<file path="src/rtl/ohpe_pkg.sv">
// ----------------------------------------------------------------------------
// ohpe_pkg
// Shared types, constants and functions of the overlapped Hann power envelope:
// register codes, controller state and command types, clamping of the window
// and period settings, and the constant (1 - cos) Hann table.
// ----------------------------------------------------------------------------
package ohpe_pkg;

    // Window table geometry.
    localparam int MAX_WINDOW      = 4096;
    localparam int LOG2_MAX_WINDOW = 12;
    localparam int HANN_BITS       = 16;

    // Configuration port.
    localparam int CFG_INDEX_BITS = 4;
    localparam int CFG_BITS       = 4;
    localparam logic [CFG_INDEX_BITS-1:0] REG_LOG2_WINDOW = 4'd0;
    localparam logic [CFG_INDEX_BITS-1:0] REG_LOG2_PERIOD = 4'd1;
    localparam logic [CFG_BITS-1:0] LOG2_WINDOW_RESET = 4'd10;
    localparam logic [CFG_BITS-1:0] LOG2_PERIOD_RESET = 4'd9;

    // Accumulators and result.
    localparam int ACC_BITS     = 64;
    localparam int OUT_BITS     = 47;
    localparam int M_TDATA_BITS = 48;
    localparam int SCALE_BASE   = 15;

    // Fixed-point constants for the cosine series.
    localparam logic [63:0] Q30_ONE  = 64'd1 << 30;
    localparam logic [63:0] COS_STEP = 64'd6908435304720 / (4 * MAX_WINDOW);

    typedef logic [MAX_WINDOW-1:0][HANN_BITS-1:0] hann_rom_t;

    typedef enum logic [2:0] {
        ST_IDLE,
        ST_SQUARE,
        ST_ISSUE,
        ST_DRAIN,
        ST_EMIT_RD,
        ST_EMIT_WAIT
    } ctrl_state_t;

    typedef struct packed {
        logic load;         // capture the input item
        logic square;       // square the sample, restart the slot count
        logic issue;        // start one accumulator update
        logic emit_read;    // read the oldest accumulator
        logic emit_commit;  // load the result, retire the oldest slot
        logic phase_dec;    // count the phase down without a result
    } ctrl_cmd_t;

    typedef struct packed {
        logic last_k;       // the slot being issued is the last active one
        logic pipe_busy;    // accumulator updates still in flight
        logic phase_zero;   // this item closes a window
        logic out_full;     // output register holds an item not yet taken
    } ctrl_status_t;

    function automatic logic [CFG_BITS-1:0] eff_log2_window(input logic [CFG_BITS-1:0] raw);
        logic [CFG_BITS-1:0] lw;
        lw = raw;
        if (lw < 4'd1) begin
            lw = 4'd1;
        end
        if (lw > CFG_BITS'(LOG2_MAX_WINDOW)) begin
            lw = CFG_BITS'(LOG2_MAX_WINDOW);
        end
        return lw;
    endfunction

    function automatic logic [CFG_BITS-1:0] eff_log2_period(input logic [CFG_BITS-1:0] raw,
                                                            input logic [CFG_BITS-1:0] lw,
                                                            input logic [CFG_BITS-1:0] log2_ov);
        logic [CFG_BITS-1:0] lo;
        logic [CFG_BITS-1:0] lp;
        lo = (lw > log2_ov) ? (lw - log2_ov) : 4'd0;
        lp = raw;
        if (lp < lo) begin
            lp = lo;
        end
        if (lp > lw) begin
            lp = lw;
        end
        return lp;
    endfunction

    // Cosine over the first quadrant in Q30, from a truncated Taylor series in
    // Horner form.
    function automatic logic signed [63:0] quarter_cos(input logic [63:0] k);
        logic [63:0] x;
        logic [63:0] x2;
        logic [63:0] t;
        x  = (k * COS_STEP + 64'd512) >> 10;
        x2 = (x * x) >> 30;
        t  = Q30_ONE;
        t  = Q30_ONE - ((x2 * t) >> 30) / 64'd132;
        t  = Q30_ONE - ((x2 * t) >> 30) / 64'd90;
        t  = Q30_ONE - ((x2 * t) >> 30) / 64'd56;
        t  = Q30_ONE - ((x2 * t) >> 30) / 64'd30;
        t  = Q30_ONE - ((x2 * t) >> 30) / 64'd12;
        return $signed(Q30_ONE) - $signed(((x2 * t) >> 30) / 64'd2);
    endfunction

    // Q1.15 table of (1 - cos(2*pi*i/MAX_WINDOW)), evaluated at elaboration.
    function automatic hann_rom_t build_hann_rom();
        hann_rom_t         rom;
        logic [63:0]        m;
        logic [63:0]        j;
        logic signed [63:0] c;
        logic signed [63:0] d;
        logic signed [63:0] q;
        m = 64'(MAX_WINDOW);
        for (int i = 0; i < MAX_WINDOW; i++) begin
            j = 64'(4 * i);
            if (j <= m) begin
                c = quarter_cos(j);
            end else if (j <= 2 * m) begin
                c = -quarter_cos(2 * m - j);
            end else if (j <= 3 * m) begin
                c = -quarter_cos(j - 2 * m);
            end else begin
                c = quarter_cos(4 * m - j);
            end
            d = $signed(Q30_ONE) - c;
            if (d < 0) begin
                d = 0;
            end
            q = (d + 64'sd16384) >>> 15;
            if (q > 64'sd65535) begin
                q = 64'sd65535;
            end
            rom[i] = q[HANN_BITS-1:0];
        end
        return rom;
    endfunction

endpackage

</file>
<file path="src/rtl/ohpe_ctrl.sv">
// ----------------------------------------------------------------------------
// ohpe_ctrl
// Sequencer: takes an item, squares it, issues one accumulator update per
// cycle, waits for the update pipeline to drain, then emits or counts down.
// ----------------------------------------------------------------------------
module ohpe_ctrl (
    input  logic                  aclk,
    input  logic                  aresetn,
    input  logic                  s_tvalid,
    output logic                  s_tready,
    output ohpe_pkg::ctrl_cmd_t    cmd,
    input  ohpe_pkg::ctrl_status_t status
);

    ohpe_pkg::ctrl_state_t state_reg;
    ohpe_pkg::ctrl_state_t state_next;

    always_ff @(posedge aclk) begin
        if (!aresetn) begin
            state_reg <= ohpe_pkg::ST_IDLE;
        end else begin
            state_reg <= state_next;
        end
    end

    always_comb begin
        state_next = state_reg;
        cmd        = '0;
        s_tready   = 1'b0;
        case (state_reg)
            ohpe_pkg::ST_IDLE: begin
                s_tready = 1'b1;
                if (s_tvalid) begin
                    cmd.load   = 1'b1;
                    state_next = ohpe_pkg::ST_SQUARE;
                end
            end
            ohpe_pkg::ST_SQUARE: begin
                cmd.square = 1'b1;
                state_next = ohpe_pkg::ST_ISSUE;
            end
            ohpe_pkg::ST_ISSUE: begin
                cmd.issue = 1'b1;
                if (status.last_k) begin
                    state_next = ohpe_pkg::ST_DRAIN;
                end
            end
            ohpe_pkg::ST_DRAIN: begin
                if (!status.pipe_busy) begin
                    if (status.phase_zero) begin
                        state_next = ohpe_pkg::ST_EMIT_RD;
                    end else begin
                        cmd.phase_dec = 1'b1;
                        state_next    = ohpe_pkg::ST_IDLE;
                    end
                end
            end
            ohpe_pkg::ST_EMIT_RD: begin
                cmd.emit_read = 1'b1;
                state_next    = ohpe_pkg::ST_EMIT_WAIT;
            end
            ohpe_pkg::ST_EMIT_WAIT: begin
                if (!status.out_full) begin
                    cmd.emit_commit = 1'b1;
                    state_next      = ohpe_pkg::ST_IDLE;
                end
            end
            default: begin
                state_next = ohpe_pkg::ST_IDLE;
            end
        endcase
    end

endmodule

</file>
<file path="config.mk">
export PLATFORM = sky130hd
export DESIGN_NAME = ohpe_ctrl
export DESIGN_NICKNAME = d
export VERILOG_FILES = /design/src/rtl/ohpe_pkg.sv /design/src/rtl/ohpe_ctrl.sv
export SDC_FILE = /design/constraint.sdc
export NUM_CORES = 1
export LEC_CHECK = 0
export ABC_AREA = 1
export BUFFER_PORTS_ARGS = -buffer_cell sky130_fd_sc_hd__clkbuf_2
export CORE_AREA = 2 2 39 41
export DETAILED_ROUTE_END_ITERATION = 8
export DIE_AREA = 0 0 41 43
export HOLD_SLACK_MARGIN = 0.12
export PLACE_DENSITY = 0.53
export SLEW_MARGIN = 15
export SYNTH_ARGS = -nofsm -noshare
export SYNTH_HDL_FRONTEND = slang
export SYNTH_SLANG_ARGS = --single-unit
</file>
<file path="constraint.sdc">
create_clock -name aclk -period 1.25 [get_ports aclk]
set_input_delay 0.25 -clock aclk [delete_from_list [all_inputs] [get_ports aclk]]
set_output_delay 0.25 -clock aclk [all_outputs]
set_load 0.01 [all_outputs]
</file>
After elaboration in Yosys (flattened, before gate mapping)
Cells that the tools add are included.
{"block": "classes", "muxes": 17, "eq_ne": 9, "reduce_logical": 2}
{"cell": "$pmux 3 s6", "n": 1}
{"cell": "$mux 3", "n": 5}
{"cell": "$mux 1", "n": 11}
{"cell": "$ne 2x2->1 const B", "n": 4}
{"cell": "$eq 3x2->1 const B", "n": 2}
{"cell": "$eq 3x3->1 const B", "n": 2}
{"cell": "$reduce_and 4->1", "n": 1}
{"cell": "$eq 3x1->1 const B", "n": 1}
{"cell": "$logic_not 3->1", "n": 1}
{"block": "word_totals", "out_inout_bits": 7, "ff_bits": 3, "inputBits": 7, "elab_cells": 29}

Longest topological paths before layout
{"block": "depth", "ltp_word": 3, "mapped_depth": 8, "depth_no_buf": 7}

Worst setup path before layout
No wires, ideal clock.
{"block": "synth_timing", "kind": "register to output", "from": "reg state_reg[0]", "to": "out cmd[5] (netlist name)", "t_required_ns": 1.000, "arrival_time_ns": 0.902, "slack_ns": 0.098, "stages_incl_launch_ff": 5, "path_buffers": 1, "path_cell_list": "dfxtp_1 -> buf_6 -> nor2_2 -> inv_1 -> nor3_1"}
{"item": "start: declaration", "line_no": "ohpe_ctrl.sv:15", "source": "ohpe_pkg::ctrl_state_t state_reg;"}
{"item": "start signal: assignment", "line_no": "ohpe_ctrl.sv:20", "source": "state_reg <= ohpe_pkg::ST_IDLE;"}
{"item": "start signal: assignment", "line_no": "ohpe_ctrl.sv:22", "source": "state_reg <= state_next;"}
{"item": "end: declaration", "line_no": "ohpe_ctrl.sv:11", "source": "output ohpe_pkg::ctrl_cmd_t cmd,"}

==> metrics.txt <==
outcome=finished, violations left; failing checks=negative setup slack; Critical Path Source Type=register; vias per cell=4.15; Top Ports=14; Layout area overhead=70.3%; iteration-0 DRC count of the detailed router=2; Setup-failing EPs final=4; Synth Flop Type=dfxtp_1; r2r startpoint=state_reg[1]; Final period util=1.05; # port buffers=13; Final Skew=0.00140 ns; initial antenna violation count=0; register area share after synthesis=0.203; maximum clock path buffer count=2; #FFs+latches synth=3; most frequent cell after synthesis=inv_1; CTS tree=built; DIE AREA=1760 um2; Critical Path AT=1.06 ns; Avg WL per Cell=8.61 um; Pleak=0.267 nW; TritonCTS sink count=3; largest cells by area after synthesis=dfxtp_1, inv_1, buf_6; max reg flops=3; H-tree Lvls=1; core area=1380 um2; ant diodes=0; Post-Layout Cell Count=85; asr flop ratio synth=0; vias in the first global route=352; peak supply drop=0.000999 V; worst-path maximum fanout=7; layout cell share with drive strength beyond 1=0.652; register area=68.8 um2; GR Util All Layers=0.110; most common library cells after synthesis=inv_1, nand2_1, nor2_1, dfxtp_1, nor2_2; fmax=0.763 GHz; synthesized area=295 um2; Vias=353; Final Net Count=77; worst skew pair latency=0.23 ns; Comb pwr share=0.678; register clock-pin slew on the reported worst setup and hold paths=0.04 ns; total of max-cap violations=0; Post-Synthesis Cells=45; total congestion overflow=0; hold wc startpoint=aresetn; Root Buffer=clkbuf_4; area share of the largest cell type after synthesis=0.203; Worst Setup End Kind=output pin; dpl cells=75; RSZ-0062 raised after global routing=yes; multi-input logic area=208 um2; Unique masters post-synth=18; effective utilization at floorplan=0.213; Switching Fraction=0.463; Layout fillers=155; worst reg2reg setup slack=0.13 ns; post-route setup TNS=-0.133 ns; DP HPWL=546 um; largest net degree at the start of global routing=8; Post-DRT Antenna Nets=0; worst hold-check path type=in -> reg; Yosys warnings=0; Switch Pwr=0.663 mW; hold_buf cts=0; Hold Violations, Final=0; Pins Over Slew Limit=0; Clk pwr share=0.117; Int Power=0.769 mW; DRT Pass-1 Iters=4; die width=41 um; global-route wire length before repair=1330 um; FP Rows=14; Post-synth EDFFs=0; cts bufs inserted=3; Max transition margin=0.873; DRC=0; gpl congestion=0.770; syn avg cell area=6.56 um2; Worst Setup SP=state_reg[1]; cell accounting for the most synthesized area=dfxtp_1; Die H=43 um; setup ws final=-0.0606 ns; Post-Route WL=732 um; sequential power share=0.205; Cell Pwr Density=2850 nW/um2; minimum clock period=1.31 ns; Post-Syn Nets=52; CP Data Required Time=1.00 ns; Slew @ Worst Pin=0.189 ns; Crit Path Class=reg -> out
==> final cells by class <==
class                           instances  area share
Multi-Input combinational cell         30       0.413
Timing Repair Buffer                   22       0.279
Sequential cell                         3       0.137
Inverter                               10      0.0796
Clock buffer                            4      0.0522
Tap cell                               16      0.0398
==> worst max-delay path, cell delays in order (launching register included) <==
cell and delay, ns:
dfxtp_4 0.37, buf_6 0.13, nor3_4 0.17, buf_2 0.16
==> layout by cell type (no fill, tap or decap), drive strengths merged, types with 2 or more instances in the layout <==
cell,n
nor2,10
inv,10
nand4,2
clkbuf,11
nand3,3
dfxtp,3
nand2,8
nor3,4
buf,15
==> power groups by stage <==
stage               registers (mW)  clock network (mW)  logic, mW
floorplan                    0.190                   0      0.604
global placement             0.234                   0      0.735
detailed placement           0.235                   0      0.736
CTS                          0.280               0.178      0.916
global route                 0.303               0.190       1.09
finish                       0.293               0.168      0.971
==> repair_timing <==
action,4_1_cts,5_1_grt
pin swaps,5,3
setup buffers,4,2
setup endpoints to repair,7,7
gates resized for setup,14,8
==> stage by stage <==
step	worst slack (ns)	total power [mW]	hold slack [ns]	cell area, um2	util
finish	-0.0606	1.43	0.244	503	0.363
global route	-0.101	1.58	0.259	503	0.363
CTS	-0.0456	1.37	0.233	482	0.348
detailed placement	0.0799	0.971	0.479	380	0.275
global placement	0.0782	0.969	0.482	380	0.275
floorplan	0.0981	0.795	0.348	295	-
==> worst paths after layout <==
check,endpoint,cells past startpoint
worst max-delay path,cmd[4],3
worst min-delay path,state_reg[1],3
worst max register to register,state_reg[1],7
worst min register to register,state_reg[0],2
==> kinds of logic after synthesis <==
group,synth area share
buffers and inverters,0.203
DFF,0.203
AOI/OAI and AO/OA,0.0424
and+or+nand+nor,0.551
==> metal layers <==
metal	vias up	wire length, um	GRT usage
met1	157	339	0.139
li1	188	-	-
met4	0	0	0.0400
met3	0	32	0.0471
met2	8	359	0.159
met5	-	0	0
(Power assumes the default switching activity.)
